--- src/sv/qalt_pkg.sv ---
// Package for the quote-aware line tokenizer: sizes, character codes,
// register indexes and the word types shared by all modules.
// Depends on nothing.
package qalt_pkg;

  localparam int unsigned MaxLine   = 4096;
  localparam int unsigned MaxTokens = 256;
  localparam int unsigned PosW      = 12;
  localparam int unsigned TokW      = 8;
  localparam int unsigned TokCntW   = 9;
  localparam int unsigned CharW     = 8;
  localparam int unsigned CfgW      = 23;
  localparam int unsigned ExitW     = 8;
  localparam int unsigned IdxW      = 1;
  localparam int unsigned DigN      = 7;
  localparam int unsigned DigIdxW   = 3;
  localparam int unsigned BcdW      = DigN * 4;
  localparam int unsigned IterW     = 5;
  localparam int unsigned FifoDepth = 4;
  localparam int unsigned FifoAw    = 2;
  localparam int unsigned FifoCntW  = 3;

  localparam logic [IdxW-1:0] RegProcessId  = 1'b0;
  localparam logic [IdxW-1:0] RegExitStatus = 1'b1;

  localparam logic KindByte = 1'b0;
  localparam logic KindMark = 1'b1;

  localparam logic [CharW-1:0] ChNul      = 8'h00;
  localparam logic [CharW-1:0] ChTab      = 8'h09;
  localparam logic [CharW-1:0] ChNewline  = 8'h0A;
  localparam logic [CharW-1:0] ChSpace    = 8'h20;
  localparam logic [CharW-1:0] ChDquote   = 8'h22;
  localparam logic [CharW-1:0] ChDollar   = 8'h24;
  localparam logic [CharW-1:0] ChSquote   = 8'h27;
  localparam logic [CharW-1:0] ChZero     = 8'h30;
  localparam logic [CharW-1:0] ChQuestion = 8'h3F;

  typedef struct packed {
    logic [CharW-1:0] char_in;
    logic             line_end;
  } in_word_t;

  typedef struct packed {
    logic             kind;
    logic [CharW-1:0] out_byte;
    logic [PosW-1:0]  position;
    logic [TokW-1:0]  token_number;
    logic             overflow;
    logic             last;
  } out_word_t;

  typedef struct packed {
    logic             line_mark;
    logic             dollar_byte;
    logic             dec_en;
    logic             dec_pid;
    logic             mark_pre;
    logic             byte_en;
    logic [CharW-1:0] byte_val;
    logic             mark_post;
  } cmd_t;

  typedef struct packed {
    logic [BcdW-1:0] pid_bcd;
    logic [BcdW-1:0] exit_bcd;
  } bcd_t;

endpackage

--- src/sv/qalt_bcd.sv ---
// Configuration registers and their binary to BCD conversion.
// Converts each written register by shift-and-add-three, one bit a cycle.
// Depends on qalt_pkg.
module qalt_bcd (
  input  logic                         clk_i,
  input  logic                         rst_ni,
  input  logic                         cfg_we_i,
  input  logic [qalt_pkg::IdxW-1:0]    cfg_idx_i,
  input  logic [qalt_pkg::CfgW-1:0]    cfg_data_i,
  output logic                         busy_o,
  output qalt_pkg::bcd_t               bcd_o
);

  typedef enum logic {
    CS_IDLE,
    CS_RUN
  } conv_state_e;

  conv_state_e                    state_q;
  logic [qalt_pkg::CfgW-1:0]      pid_q;
  logic [qalt_pkg::ExitW-1:0]     exit_q;
  logic                           dirty_pid_q;
  logic                           dirty_exit_q;
  logic                           sel_pid_q;
  logic [qalt_pkg::CfgW-1:0]      bin_q;
  logic [qalt_pkg::CfgW-1:0]      bin_d;
  logic [qalt_pkg::BcdW-1:0]      acc_q;
  logic [qalt_pkg::BcdW-1:0]      acc_d;
  logic [qalt_pkg::BcdW-1:0]      acc_adj;
  logic [qalt_pkg::IterW-1:0]     cnt_q;
  logic [qalt_pkg::BcdW-1:0]      pid_bcd_q;
  logic [qalt_pkg::BcdW-1:0]      exit_bcd_q;

  always_comb begin
    for (int i = 0; i < qalt_pkg::DigN; i++) begin
      if (acc_q[4*i +: 4] >= 4'd5) begin
        acc_adj[4*i +: 4] = acc_q[4*i +: 4] + 4'd3;
      end else begin
        acc_adj[4*i +: 4] = acc_q[4*i +: 4];
      end
    end
    acc_d = {acc_adj[qalt_pkg::BcdW-2:0], bin_q[qalt_pkg::CfgW-1]};
    bin_d = {bin_q[qalt_pkg::CfgW-2:0], 1'b0};
  end

  always_ff @(posedge clk_i or negedge rst_ni) begin
    if (!rst_ni) begin
      state_q      <= CS_IDLE;
      pid_q        <= qalt_pkg::CfgW'(1);
      exit_q       <= '0;
      dirty_pid_q  <= 1'b0;
      dirty_exit_q <= 1'b0;
      sel_pid_q    <= 1'b0;
      bin_q        <= '0;
      acc_q        <= '0;
      cnt_q        <= '0;
      pid_bcd_q    <= qalt_pkg::BcdW'(1);
      exit_bcd_q   <= '0;
    end else begin
      unique case (state_q)
        CS_IDLE: begin
          if (dirty_pid_q) begin
            sel_pid_q <= 1'b1;
            bin_q     <= pid_q;
            acc_q     <= '0;
            cnt_q     <= '0;
            state_q   <= CS_RUN;
          end else if (dirty_exit_q) begin
            sel_pid_q <= 1'b0;
            bin_q     <= qalt_pkg::CfgW'(exit_q);
            acc_q     <= '0;
            cnt_q     <= '0;
            state_q   <= CS_RUN;
          end
        end
        CS_RUN: begin
          acc_q <= acc_d;
          bin_q <= bin_d;
          cnt_q <= cnt_q + 1'b1;
          if (cnt_q == qalt_pkg::IterW'(qalt_pkg::CfgW - 1)) begin
            state_q <= CS_IDLE;
            if (sel_pid_q) begin
              pid_bcd_q <= acc_d;
            end else begin
              exit_bcd_q <= acc_d;
            end
          end
        end
        default: state_q <= CS_IDLE;
      endcase
      if (cfg_we_i && cfg_idx_i == qalt_pkg::RegProcessId) begin
        pid_q       <= cfg_data_i;
        dirty_pid_q <= 1'b1;
      end else if (state_q == CS_IDLE && dirty_pid_q) begin
        dirty_pid_q <= 1'b0;
      end
      if (cfg_we_i && cfg_idx_i == qalt_pkg::RegExitStatus) begin
        exit_q       <= cfg_data_i[qalt_pkg::ExitW-1:0];
        dirty_exit_q <= 1'b1;
      end else if (state_q == CS_IDLE && !dirty_pid_q && dirty_exit_q) begin
        dirty_exit_q <= 1'b0;
      end
    end
  end

  assign busy_o         = (state_q != CS_IDLE) || dirty_pid_q || dirty_exit_q;
  assign bcd_o.pid_bcd  = pid_bcd_q;
  assign bcd_o.exit_bcd = exit_bcd_q;

endmodule

--- src/sv/qalt_front.sv ---
// Front end: accepts input words, tracks quoting mode, pending dollar and
// line start, and pushes a command for the back end for each word with work.
// Depends on qalt_pkg.
module qalt_front (
  input  logic               clk_i,
  input  logic               rst_ni,
  input  logic               in_valid_i,
  input  qalt_pkg::in_word_t in_word_i,
  output logic               in_ready_o,
  input  logic               hold_i,
  input  logic               full_i,
  output logic               push_o,
  output qalt_pkg::cmd_t     cmd_o
);

  typedef enum logic [1:0] {
    MODE_NORMAL,
    MODE_BLANK,
    MODE_SQ,
    MODE_DQ
  } mode_e;

  mode_e                      mode_q;
  mode_e                      mode_d;
  mode_e                      mode;
  logic                       pend_q;
  logic                       pend_d;
  logic                       line_start_q;
  logic                       accept;
  logic                       handle;
  logic [qalt_pkg::CharW-1:0] c;
  qalt_pkg::cmd_t             cmd;

  assign in_ready_o = !full_i && !hold_i;
  assign accept     = in_valid_i && in_ready_o;

  always_comb begin
    c      = in_word_i.char_in;
    mode   = line_start_q ? MODE_NORMAL : mode_q;
    cmd    = '0;
    cmd.line_mark = line_start_q;
    mode_d = mode;
    pend_d = 1'b0;
    handle = 1'b1;
    if (pend_q && !line_start_q) begin
      if (c == qalt_pkg::ChDollar) begin
        cmd.dec_en  = 1'b1;
        cmd.dec_pid = 1'b1;
        handle      = 1'b0;
      end else if (c == qalt_pkg::ChQuestion) begin
        cmd.dec_en = 1'b1;
        handle     = 1'b0;
      end else begin
        cmd.dollar_byte = 1'b1;
      end
    end
    if (handle) begin
      if (c == qalt_pkg::ChSpace || c == qalt_pkg::ChTab) begin
        cmd.byte_en = 1'b1;
        if (mode == MODE_NORMAL) begin
          cmd.byte_val = qalt_pkg::ChNul;
          mode_d       = MODE_BLANK;
        end else begin
          cmd.byte_val = c;
        end
      end else if (c == qalt_pkg::ChDquote) begin
        if (mode == MODE_DQ) begin
          mode_d = MODE_NORMAL;
        end else if (mode == MODE_SQ) begin
          cmd.byte_en  = 1'b1;
          cmd.byte_val = c;
        end else begin
          cmd.mark_pre = (mode == MODE_BLANK);
          mode_d       = MODE_DQ;
        end
      end else if (c == qalt_pkg::ChSquote) begin
        if (mode == MODE_SQ) begin
          mode_d = MODE_NORMAL;
        end else if (mode == MODE_DQ) begin
          cmd.byte_en  = 1'b1;
          cmd.byte_val = c;
        end else begin
          cmd.mark_pre = (mode == MODE_BLANK);
          mode_d       = MODE_SQ;
        end
      end else if (c == qalt_pkg::ChDollar) begin
        if (mode == MODE_BLANK) begin
          cmd.mark_pre = 1'b1;
          mode_d       = MODE_NORMAL;
        end
        if (mode == MODE_SQ || in_word_i.line_end) begin
          cmd.byte_en  = 1'b1;
          cmd.byte_val = c;
        end else begin
          pend_d = 1'b1;
        end
      end else if (c == qalt_pkg::ChNewline) begin
        cmd.byte_en  = 1'b1;
        cmd.byte_val = qalt_pkg::ChNul;
      end else begin
        cmd.byte_en  = 1'b1;
        cmd.byte_val = c;
        if (mode == MODE_BLANK) begin
          cmd.mark_post = 1'b1;
          mode_d        = MODE_NORMAL;
        end
      end
    end
    if (in_word_i.line_end) begin
      pend_d = 1'b0;
    end
  end

  always_ff @(posedge clk_i or negedge rst_ni) begin
    if (!rst_ni) begin
      mode_q       <= MODE_NORMAL;
      pend_q       <= 1'b0;
      line_start_q <= 1'b1;
    end else if (accept) begin
      mode_q       <= mode_d;
      pend_q       <= pend_d;
      line_start_q <= in_word_i.line_end;
    end
  end

  assign cmd_o  = cmd;
  assign push_o = accept && (cmd.line_mark || cmd.dollar_byte || cmd.dec_en ||
                             cmd.mark_pre || cmd.byte_en || cmd.mark_post);

endmodule

--- src/sv/qalt_fifo.sv ---
// Short command queue between the front end and the back end.
// Depends on qalt_pkg.
module qalt_fifo (
  input  logic           clk_i,
  input  logic           rst_ni,
  input  logic           push_i,
  input  qalt_pkg::cmd_t wdata_i,
  output logic           full_o,
  input  logic           pop_i,
  output qalt_pkg::cmd_t rdata_o,
  output logic           empty_o
);

  qalt_pkg::cmd_t                 mem_q [qalt_pkg::FifoDepth];
  logic [qalt_pkg::FifoAw-1:0]    wr_q;
  logic [qalt_pkg::FifoAw-1:0]    rd_q;
  logic [qalt_pkg::FifoCntW-1:0]  cnt_q;
  logic                           do_push;
  logic                           do_pop;

  assign full_o  = (cnt_q == qalt_pkg::FifoCntW'(qalt_pkg::FifoDepth));
  assign empty_o = (cnt_q == '0);
  assign do_push = push_i && !full_o;
  assign do_pop  = pop_i && !empty_o;
  assign rdata_o = mem_q[rd_q];

  always_ff @(posedge clk_i) begin
    if (do_push) begin
      mem_q[wr_q] <= wdata_i;
    end
  end

  always_ff @(posedge clk_i or negedge rst_ni) begin
    if (!rst_ni) begin
      wr_q  <= '0;
      rd_q  <= '0;
      cnt_q <= '0;
    end else begin
      if (do_push) begin
        wr_q <= wr_q + 1'b1;
      end
      if (do_pop) begin
        rd_q <= rd_q + 1'b1;
      end
      if (do_push && !do_pop) begin
        cnt_q <= cnt_q + 1'b1;
      end else if (do_pop && !do_push) begin
        cnt_q <= cnt_q - 1'b1;
      end
    end
  end

endmodule

--- src/sv/qalt_back.sv ---
// Back end: carries out one command at a time, one result word a cycle unless
// the output stalls, keeping write position, token count and overflow, into
// an output register. Depends on qalt_pkg.
module qalt_back (
  input  logic                clk_i,
  input  logic                rst_ni,
  input  logic                empty_i,
  input  qalt_pkg::cmd_t      cmd_i,
  output logic                pop_o,
  input  qalt_pkg::bcd_t      bcd_i,
  output logic                out_valid_o,
  input  logic                out_ready_i,
  output qalt_pkg::out_word_t out_word_o
);

  function automatic logic [qalt_pkg::DigIdxW-1:0] top_digit(
    logic [qalt_pkg::DigN-1:0][3:0] b
  );
    logic [qalt_pkg::DigIdxW-1:0] r;
    r = '0;
    for (int i = 0; i < qalt_pkg::DigN; i++) begin
      if (b[i] != 4'd0) begin
        r = qalt_pkg::DigIdxW'(i);
      end
    end
    return r;
  endfunction

  function automatic logic any_op(qalt_pkg::cmd_t k);
    return k.line_mark || k.dollar_byte || k.dec_en || k.mark_pre ||
           k.byte_en || k.mark_post;
  endfunction

  qalt_pkg::cmd_t                  ops_q;
  qalt_pkg::cmd_t                  ops_d;
  logic [qalt_pkg::DigIdxW-1:0]    dig_q;
  logic [qalt_pkg::DigIdxW-1:0]    dig_d;
  logic [qalt_pkg::PosW-1:0]       wp_q;
  logic [qalt_pkg::PosW-1:0]       wp_d;
  logic [qalt_pkg::PosW-1:0]       wp_b;
  logic [qalt_pkg::TokCntW-1:0]    tc_q;
  logic [qalt_pkg::TokCntW-1:0]    tc_d;
  logic [qalt_pkg::TokCntW-1:0]    tc_b;
  logic                            ovf_q;
  logic                            ovf_d;
  logic                            ovf_b;
  logic [qalt_pkg::PosW-1:0]       lbp_q;
  logic [qalt_pkg::PosW-1:0]       lbp_d;
  logic                            out_valid_q;
  qalt_pkg::out_word_t             out_q;
  qalt_pkg::out_word_t             res;
  logic                            busy;
  logic                            adv;
  logic                            emit;
  logic                            is_mark;
  logic [qalt_pkg::CharW-1:0]      bval;
  logic [qalt_pkg::PosW-1:0]       mpos;
  logic [qalt_pkg::DigN-1:0][3:0]  cur_bcd;
  logic [qalt_pkg::DigN-1:0][3:0]  new_bcd;

  assign busy  = any_op(ops_q);
  assign adv   = !out_valid_q || out_ready_i;
  assign emit  = busy && adv;
  assign pop_o = !busy && !empty_i;

  assign cur_bcd = ops_q.dec_pid ? bcd_i.pid_bcd : bcd_i.exit_bcd;
  assign new_bcd = cmd_i.dec_pid ? bcd_i.pid_bcd : bcd_i.exit_bcd;

  always_comb begin
    ops_d   = ops_q;
    dig_d   = dig_q;
    lbp_d   = lbp_q;
    is_mark = 1'b0;
    bval    = qalt_pkg::ChNul;
    mpos    = wp_q;
    wp_b    = wp_q;
    tc_b    = tc_q;
    ovf_b   = ovf_q;
    if (ops_q.line_mark) begin
      ops_d.line_mark = 1'b0;
      is_mark         = 1'b1;
      wp_b            = '0;
      tc_b            = '0;
      ovf_b           = 1'b0;
      mpos            = '0;
    end else if (ops_q.dollar_byte) begin
      ops_d.dollar_byte = 1'b0;
      bval              = qalt_pkg::ChDollar;
    end else if (ops_q.dec_en) begin
      bval = qalt_pkg::ChZero + {4'd0, cur_bcd[dig_q]};
      if (dig_q == '0) begin
        ops_d.dec_en = 1'b0;
      end else begin
        dig_d = dig_q - 1'b1;
      end
    end else if (ops_q.mark_pre) begin
      ops_d.mark_pre = 1'b0;
      is_mark        = 1'b1;
    end else if (ops_q.byte_en) begin
      ops_d.byte_en = 1'b0;
      bval          = ops_q.byte_val;
    end else begin
      ops_d.mark_post = 1'b0;
      is_mark         = 1'b1;
      mpos            = lbp_q;
    end

    wp_d  = wp_b;
    tc_d  = tc_b;
    ovf_d = ovf_b;
    res   = '0;
    if (is_mark) begin
      res.kind     = qalt_pkg::KindMark;
      res.position = mpos;
      if (tc_b < qalt_pkg::TokCntW'(qalt_pkg::MaxTokens)) begin
        res.token_number = tc_b[qalt_pkg::TokW-1:0];
        tc_d             = tc_b + 1'b1;
      end else begin
        res.token_number = qalt_pkg::TokW'(qalt_pkg::MaxTokens - 1);
        ovf_d            = 1'b1;
      end
    end else begin
      res.kind     = qalt_pkg::KindByte;
      res.out_byte = bval;
      res.position = wp_b;
      lbp_d        = wp_b;
      if (wp_b < qalt_pkg::PosW'(qalt_pkg::MaxLine - 1)) begin
        wp_d = wp_b + 1'b1;
      end else begin
        ovf_d = 1'b1;
      end
    end
    res.overflow = ovf_d;
    res.last     = !any_op(ops_d);
  end

  always_ff @(posedge clk_i or negedge rst_ni) begin
    if (!rst_ni) begin
      ops_q       <= '0;
      dig_q       <= '0;
      wp_q        <= '0;
      tc_q        <= '0;
      ovf_q       <= 1'b0;
      lbp_q       <= '0;
      out_valid_q <= 1'b0;
    end else begin
      if (pop_o) begin
        ops_q <= cmd_i;
        dig_q <= top_digit(new_bcd);
      end else if (emit) begin
        ops_q <= ops_d;
        dig_q <= dig_d;
        wp_q  <= wp_d;
        tc_q  <= tc_d;
        ovf_q <= ovf_d;
        lbp_q <= lbp_d;
      end
      if (adv) begin
        out_valid_q <= emit;
      end
    end
  end

  always_ff @(posedge clk_i) begin
    if (emit) begin
      out_q <= res;
    end
  end

  assign out_valid_o = out_valid_q;
  assign out_word_o  = out_q;

endmodule

--- src/sv/quote_aware_line_tokenizer_unit.sv ---
// Top level of the quote-aware line tokenizer: front end, command queue,
// back end and configuration converter.
// Depends on qalt_pkg, qalt_bcd, qalt_front, qalt_fifo and qalt_back.
//
//   Channel  Signals                          Word
//   input    in_valid_i / in_ready_o          in_word_i  (char_in, line_end)
//   output   out_valid_o / out_ready_i        out_word_o (kind .. last)
//   config   cfg_we_i, cfg_idx_i, cfg_data_i  one register per write
//
// The front end takes one input word a cycle while the queue has room and no
// register write or conversion is pending; a full queue of four commands holds
// off input. The back end loads a command, then sends one result word a cycle
// while the output is not stalled; a dollar pair gives one result per digit.
// A register write holds off input until its conversion is done.
// Reset returns both registers to their reset values and empties the queue.
module quote_aware_line_tokenizer_unit (
  input  logic                      clk_i,
  input  logic                      rst_ni,
  input  logic                      in_valid_i,
  output logic                      in_ready_o,
  input  qalt_pkg::in_word_t        in_word_i,
  output logic                      out_valid_o,
  input  logic                      out_ready_i,
  output qalt_pkg::out_word_t       out_word_o,
  input  logic                      cfg_we_i,
  input  logic [qalt_pkg::IdxW-1:0] cfg_idx_i,
  input  logic [qalt_pkg::CfgW-1:0] cfg_data_i
);

  logic           conv_busy;
  qalt_pkg::bcd_t bcd;
  logic           push;
  logic           full;
  logic           pop;
  logic           empty;
  qalt_pkg::cmd_t cmd_wr;
  qalt_pkg::cmd_t cmd_rd;

  qalt_bcd u_bcd (
    .clk_i      (clk_i),
    .rst_ni     (rst_ni),
    .cfg_we_i   (cfg_we_i),
    .cfg_idx_i  (cfg_idx_i),
    .cfg_data_i (cfg_data_i),
    .busy_o     (conv_busy),
    .bcd_o      (bcd)
  );

  qalt_front u_front (
    .clk_i      (clk_i),
    .rst_ni     (rst_ni),
    .in_valid_i (in_valid_i),
    .in_word_i  (in_word_i),
    .in_ready_o (in_ready_o),
    .hold_i     (conv_busy || cfg_we_i),
    .full_i     (full),
    .push_o     (push),
    .cmd_o      (cmd_wr)
  );

  qalt_fifo u_fifo (
    .clk_i   (clk_i),
    .rst_ni  (rst_ni),
    .push_i  (push),
    .wdata_i (cmd_wr),
    .full_o  (full),
    .pop_i   (pop),
    .rdata_o (cmd_rd),
    .empty_o (empty)
  );

  qalt_back u_back (
    .clk_i       (clk_i),
    .rst_ni      (rst_ni),
    .empty_i     (empty),
    .cmd_i       (cmd_rd),
    .pop_o       (pop),
    .bcd_i       (bcd),
    .out_valid_o (out_valid_o),
    .out_ready_i (out_ready_i),
    .out_word_o  (out_word_o)
  );

endmodule
--- config.mk ---
export PLATFORM = sky130hd
export DESIGN_NAME = quote_aware_line_tokenizer_unit
export DESIGN_NICKNAME = d
export VERILOG_FILES = /design/src/sv/qalt_pkg.sv /design/src/sv/qalt_bcd.sv /design/src/sv/qalt_front.sv /design/src/sv/qalt_fifo.sv /design/src/sv/qalt_back.sv /design/src/sv/quote_aware_line_tokenizer_unit.sv
export SDC_FILE = /design/constraint.sdc
export NUM_CORES = 1
export LEC_CHECK = 0
export BUFFER_PORTS_ARGS = -buffer_cell sky130_fd_sc_hd__buf_2
export CAP_MARGIN = 5
export CORE_MARGIN = 8
export CORE_UTILIZATION = 40
export CTS_CLUSTER_SIZE = 8
export DETAILED_ROUTE_END_ITERATION = 10
export PLACE_DENSITY = 0.67
export SYNTH_ARGS = -nofsm -noshare
export SYNTH_HDL_FRONTEND = slang
export SYNTH_SLANG_ARGS = --single-unit
--- constraint.sdc ---
create_clock -name clk_i -period 2.62 [get_ports clk_i]
set_input_delay 0.524 -clock clk_i [delete_from_list [all_inputs] [get_ports clk_i]]
set_output_delay 0.524 -clock clk_i [all_outputs]
set_load 0.02 [all_outputs]
## Yosys cells after proc, flatten, opt, wreduce, memory -nomap -nowiden

Memory sizes are Yosys's and may differ from the RTL's.
Cells that the tools add are included.

- Word-level logic and storage cells: 291
- Flip-flop bits (word level): 242
- Memories: 1
- Output and inout bits: 33
- Memory bits (writable): 60

Memories:

| memory | words | width | rd ports | clocked after memory_dff | wr ports | line | RTL |
|---|---|---|---|---|---|---|---|
| u_fifo.mem_q | 4 | 15 | 1 | 0 | 1 | qalt_fifo.sv:14 | `qalt_pkg::cmd_t mem_q [qalt_pkg::FifoDepth];` |

- Bitwise operators: 5
- Add/subtract/negate cells: 16
- Mux-type cells: 137
- Eq/ne operators: 16
- Reduce and logical (&&, ||, !) cells: 68
- $lt $le $gt $ge: 10

Operator list:

| kind | count |
|---|---|
| two-way mux 28 bit | 4 |
| two-way mux 12 bit | 9 |
| two-way mux 9 bit | 8 |
| case mux 28 bit (2 select lines) | 1 |
| two-way mux 1 bit | 54 |
| two-way mux 8 bit | 6 |
| two-way mux 23 bit | 2 |
| case mux 23 bit (2 select lines) | 1 |
| == test 8 x 6 -> 1 bit, second input constant | 5 |
| two-way mux 10 bit | 4 |
| two-way mux 3 bit | 13 |
| two-way mux 2 bit | 19 |
| two-way mux 15 bit | 2 |
| >= comparator 4 x 3 -> 1 bit, second input constant | 7 |
| two-way mux 4 bit | 7 |
| adder 4 x 2 -> 4 bit, second input constant | 6 |
| nonzero test 4 bit | 6 |
| logical OR 1 bit | 20 |
| == test 8 x 4 -> 1 bit, second input constant | 2 |
| logical AND 1 bit | 15 |
| adder 12 x 1 -> 12 bit, second input constant | 1 |
| binary-select mux 4 bit (select 3 bit) | 1 |
| less-than comparator 12 bit, second input constant | 1 |
| nonzero test 2 bit | 6 |
| 29 further kinds | 52 |

## Depth between registers and ports, before layout

- Depth after elaboration: 18
- Depth in mapped cells: 12
- Mapped depth without buffers: 10

## Hierarchy

From an unflattened synthesis, not the netlist that was laid out.

- Cells, all modules: 1180
- Area, all modules: 14596.5 um^2

Modules (own cells, without submodules):

| module | instances | area each (um^2) | cells each |
|---|---|---|---|
| qalt_bcd | 1 | 6501.2 | 547 |
| qalt_back | 1 | 4718.3 | 427 |
| qalt_fifo | 1 | 2621.3 | 115 |
| qalt_front | 1 | 749.5 | 90 |
| quote_aware_line_tokenizer_unit | 1 | 6.3 | 1 |

## Worst setup path before layout

OpenSTA, ideal clock, no wires.

- Path kind: in2reg
- From: input in_word_i[1] (netlist name)
- To: register u_fifo.cnt_q[1] (netlist name)
- Path slack: 75 ps
- Arrival time: 2420 ps
- Data required time: 2495 ps
- Setup time: 125 ps
- Path buffers: 1
- Cell stages on the path: 9
- Cell sequence: buf_6 > and3b_1 > o211a_1 > a211oi_2 > a21oi_4 > ha_1 > inv_1 > fa_1 > mux2_2

- Cells in the longest elaborated chain, start to end: 14

RTL lines:

| element | line | RTL |
|---|---|---|
| start: declaration | quote_aware_line_tokenizer_unit.sv:21 | `input qalt_pkg::in_word_t in_word_i,` |
| == test 8 x 6 -> 1 bit (on tied branches) | qalt_front.sv:46, qalt_front.sv:86, qalt_front.sv:50 |  |
| two-way mux 1 bit (on tied branches) | qalt_front.sv:86, qalt_front.sv:50 |  |
| two-way mux 10 bit or two-way mux 1 bit (tied branches) | qalt_front.sv:76, qalt_front.sv:46 |  |
| two-way mux 10 bit or two-way mux 3 bit (tied branches) | qalt_front.sv:66, qalt_front.sv:45 |  |
| two-way mux 1 bit or logical OR 1 bit (tied branches) | qalt_front.sv:58, qalt_front.sv:127 |  |
| two-way mux 11 bit or logical OR 1 bit (tied branches) | qalt_front.sv:57, qalt_front.sv:127 |  |
| logical OR 1 bit | qalt_front.sv:127 | `assign push_o = accept && (cmd.line_mark \|\| cmd.dollar_byte \|\| cmd.dec_en \|\|` |
| logical OR 1 bit | qalt_front.sv:128 | `cmd.mark_pre \|\| cmd.byte_en \|\| cmd.mark_post);` |
| logical OR 1 bit (*) | qalt_front.sv:128 |  |
| logical AND 1 bit (*) | qalt_front.sv:127 |  |
| logical AND 1 bit (*) | qalt_fifo.sv:23 | `assign do_push = push_i && !full_o;` |
| via u_fifo.do_push | qalt_fifo.sv:18 | `logic do_push;` |
| zero test 1 bit | qalt_fifo.sv:47 | `end else if (do_pop && !do_push) begin` |
| logical AND 1 bit | qalt_fifo.sv:47 |  |
| nonzero test 2 bit (no line) | - |  |
| end signal: assignment | qalt_fifo.sv:46 | `cnt_q <= cnt_q + 1'b1;` |
| end signal: assignment | qalt_fifo.sv:48 | `cnt_q <= cnt_q - 1'b1;` |
| end: declaration | qalt_fifo.sv:17 | `logic [qalt_pkg::FifoCntW-1:0] cnt_q;` |

The timed path passes the listed nets; every way through them passes the cells marked *.
A chain may end at the register's enable or synchronous reset.

## Final worst setup path

- From: register u_front.line_start_q
- To: register u_fifo.cnt_q[1] (netlist name)

- Cells in the longest elaborated chain, start to end: 16

RTL lines:

| element | line | RTL |
|---|---|---|
| start: declaration | qalt_front.sv:28 | `logic line_start_q;` |
| start signal: assignment | qalt_front.sv:122 | `line_start_q <= in_word_i.line_end;` |
| two-way mux 2 bit | qalt_front.sv:39 | `mode = line_start_q ? MODE_NORMAL : mode_q;` |
| == test 2 x 1 -> 1 bit (tied with other cells) | - |  |
| two-way mux 1 bit (tied with other cells) | qalt_front.sv:87, qalt_front.sv:103 |  |
| two-way mux 1 bit (tied with other cells) | qalt_front.sv:86 | `end else if (c == qalt_pkg::ChDollar) begin` |
| two-way mux 10 bit or two-way mux 9 bit (tied branches) | qalt_front.sv:76, qalt_front.sv:86 |  |
| two-way mux 10 bit (on tied branches) | qalt_front.sv:66, qalt_front.sv:76 |  |
| two-way mux 1 bit or two-way mux 10 bit (tied branches) | qalt_front.sv:58, qalt_front.sv:66 |  |
| two-way mux 11 bit or two-way mux 9 bit (tied branches) | qalt_front.sv:57, qalt_front.sv:58 |  |
| logical OR 1 bit or two-way mux 11 bit (tied branches) | qalt_front.sv:127, qalt_front.sv:57 |  |
| logical OR 1 bit | qalt_front.sv:128 |  |
| logical OR 1 bit (*) | qalt_front.sv:128 |  |
| logical AND 1 bit (*) | qalt_front.sv:127 |  |
| logical AND 1 bit (*) | qalt_fifo.sv:23 |  |
| via u_fifo.do_push | qalt_fifo.sv:18 |  |
| zero test 1 bit | qalt_fifo.sv:47 |  |
| logical AND 1 bit | qalt_fifo.sv:47 |  |
| nonzero test 2 bit (no line) | - |  |

Marked as above.

==> impl_metrics.sql <==
INSERT INTO impl_metrics (metric_group, metric, value, unit) VALUES
('sta', 'max_slew_margin', '0.296', ''),
('logic_synthesis', 'yosysWarningCount', '0', ''),
('detailed_routing', 'avgRoutedWirePerCell', '16.3', 'um'),
('sta', 'finalWorstPathRequiredPeriod', '2480', 'ps'),
('power_and_ir_drop', 'vdd_drop_max', '0.678', 'mV'),
('cells_and_area', 'area_growth', '16.5', '%'),
('floorplanning', 'placement_rows', '68', ''),
('critical_path', 'worst_path_max_delay_cell', 'dfstp_2', ''),
('critical_path', 'r2r_slack', '140', 'ps'),
('cts', 'clk-insertion-delay-late', '550', 'ps'),
('sta', 'finalClockSkew', '19.1', 'ps'),
('place', 'placed_cells', '1692', ''),
('detailed_routing', 'route.detailed.drc', '0', ''),
('critical_path', 'timing.critical_path.fanout_max', '11', ''),
('logic_synthesis', 'synthesis.area', '0.0140', 'mm2'),
('logic_synthesis', 'yosysMostFrequentCell', 'dfrtp_1', ''),
('sta', 'slew_viol_final', '0', ''),
('logic_synthesis', 'syn-instance-count', '1184', ''),
('critical_path', 'cp_data_arrival_time', '2910', 'ps'),
('run_status', 'status', 'complete, no violations', ''),
('sta', 'tightestPinTransition', '1050', 'ps'),
('logic_synthesis', 'netlist-cell-type-count', '77', ''),
('floorplanning', 'initial_core_util', '0.405', ''),
('detailed_routing', 'vias_after_detailed_routing', '9350', ''),
('sta', 'final_hold_viol_count', '0', ''),
('critical_path', 'timing.critical_path.cells', 'nand2b_4, o211ai_1, a211oi_2, a21oi_4, ha_1, inv_1, fa_1, mux2_2', ''),
('critical_path', 'worst_r2r_endpoint', 'u_fifo.cnt_q[1]', ''),
('worst_hold_path', 'hold_path_class', 'in2async', ''),
('detailed_routing', 'via_per_inst', '5.28', ''),
('place', 'dp_hpwl', '19600', 'um'),
('run', 'drv_cap', '0', ''),
('critical_path', 'criticalPathCategory', 'reg2reg', ''),
('detailed_routing', 'initial_drt_markers', '608', ''),
('cts', 'clock_tree.htree_level_count', '2', ''),
('cells_and_area', 'diodes', '0', ''),
('logic_synthesis', 'ys.flop_type', 'dfrtp_1', ''),
('power_and_ir_drop', 'total_power', '15.8', 'mW'),
('global_route', 'global_route_wire_length_before_repair', '49300', 'um'),
('global_route', 'busiest_layer', 'met2', ''),
('sta', 'final.hold.worst_slack', '17.0', 'ps'),
('logic_synthesis', 'post_synth_main_area_contributors', 'dfrtp_1 37%, edfxtp_1 20%, nand2_1 4.7%', ''),
('critical_path', 'start_kind', 'flop', ''),
('floorplanning', 'die_x', '203', 'um'),
('global_route', 'globalRouteMet3Util', '0.0309', ''),
('power_and_ir_drop', 'cellPowerDensity', '972', 'mW/mm2'),
('cells_and_area', 'final_cells', '1772', ''),
('global_route', 'global_route.overflow_total', '0', ''),
('floorplanning', 'vertical_extent_of_the_die', '203', 'um'),
('global_route', 'met1_usage', '0.198', ''),
('global_route', 'first_global_vias', '9512', ''),
('place', 'dpl_cell_area', '0.0150', 'mm2'),
('global_route', 'tot_gr_track_use', '0.144', ''),
('power_and_ir_drop', 'leakagePower', '6.85', 'nW'),
('critical_path', 'r2r.worst_path.cells', '8', ''),
('cells_and_area', 'drive_above_1_share', '0.212', ''),
('cts', 'tritoncts', 'built', ''),
('critical_path', 'crit_path_largest_cell_delay', '630', 'ps'),
('place', 'placement.io_buffers', '70', ''),
('global_route', 'initial_antenna_violation_count', '0', ''),
('critical_path', 'cp_data_required_time', '3050', 'ps'),
('logic_synthesis', 'syn-mean-instance-area', '11.8', 'um2'),
('detailed_routing', 'route.antenna.remaining_nets', '0', ''),
('cts', 'total_clock_buffers_created_by_cts', '43', ''),
('logic_synthesis', 'ys_top_cells_by_count', '208 x dfrtp_1, 177 x nand2_1, 91 x edfxtp_1', ''),
('logic_synthesis', 'synth_async_sr_flop_share', '0.699', ''),
('cells_and_area', 'num-fill-cells', '3163', ''),
('cells_and_area', 'postLayoutCoreUtil', '0.472', ''),
('sta', 'final_min_period_over_clock_period', '0.945', ''),
('cts', 'clock-root-buffer', 'clkbuf_16', ''),
('logic_synthesis', 'synth_fp_nets', '1249', ''),
('floorplanning', 'io_pins', '71', '');
[per-layer routing]
metal,vias to the layer above,share of wire
li1,4474,-
met1,4685,0.47
met2,145,0.47
met3,46,0.044
met4,0,0.020
met5,-,0
[worst max-delay path, delay by kind of cell, from the launching register on]
family,cells,cell delay (ps)
adders and majority gates,2,640
DFF,1,630
AOI/OAI and AO/OA,3,560
muxes,1,270
and+or+nand+nor,1,180
buffers and inverters,1,70
[flip-flops by register name, summed over array words and instances, names as in the netlist, 3 cells and up]
register           cells
u_back.ops_d           9
u_back.wp_q           12
u_fifo.cnt_q           3
u_bcd.acc_q           28
u_bcd.exit_q           8
u_back.dig_q           3
u_back.out_word_o     31
u_bcd.bin_q           23
u_back.lbp_q          12
u_bcd.pid_q           23
u_bcd.exit_bcd_q      28
u_back.ops_q           6
u_bcd.cnt_q            5
u_back.tc_q            9
u_fifo.mem_q          60
u_bcd.pid_bcd_q       28
[layout by cell type (no fill, tap or decap), drive strengths merged, types with 18 or more instances in the layout]
cell    count
edfxtp     91
inv        30
nand2     177
mux2       59
buf       115
xnor2      22
a22o       27
dfrtp     208
o21ai      85
a21oi      62
clkbuf     77
ha         26
nor2       72
mux4       27
mux2i      18
[report_power, final]
| group | internal (mW) | total, mW | switching, mW |
|---|---|---|---|
| registers | 5.93 | 6.66 | 0.727 |
| clock network | 3.12 | 5.10 | 1.98 |
| logic | 1.78 | 4.10 | 2.32 |
[cell families after synthesis]
group | synth area share
buf+inv | 0.0290
mux | 0.104
simple gates | 0.134
xor+xnor | 0.0213
compound gates | 0.114
fa+ha+maj | 0.0247
flops | 0.573
[per-stage QoR]
step	setup TNS, ps	setup WS [ps]
4_1_cts	0	62.7
6_report	0	144
5_1_grt	0	0.856
3_3_place_gp	0	18.8
3_5_place_dp	-709	-44.2
2_1_floorplan	0	75.4
[how the worst max path moves through the flow]
stage	startpoint	end	slack [ps]
floorplan	in_word_i[1]	u_fifo.cnt_q[1]	80
global placement	in_word_i[5]	u_fifo.cnt_q[1]	20
detailed placement	in_word_i[1]	u_fifo.cnt_q[1]	-40
CTS	u_front.line_start_q	u_fifo.cnt_q[1]	60
global route	u_front.line_start_q	u_fifo.cnt_q[1]	0.9
finish	u_front.line_start_q	u_fifo.cnt_q[1]	140
[timing repair]
| action | in CTS | in global routing |
|---|---|---|
| endpoints found under the setup margin | 0 | 2 |
| hold buffers | 0 | 0 |
| buffers inserted | 0 | 1 |
| resized for setup | 0 | 2 |
[final cells by class]
| cell class | instances | area, um2 | share of cell area |
|---|---|---|---|
| clock buffer | 76 | 1210 | 0.0742 |
| tap | 455 | 569 | 0.0349 |
| clock inverter | 3 | 55.1 | 0.00338 |
| timing repair buffer | 116 | 746 | 0.0457 |
| inverter | 31 | 116 | 0.00714 |
| sequential | 302 | 8020 | 0.492 |
| multi-input combinational | 789 | 5590 | 0.343 |
(Power assumes the default switching activity.)
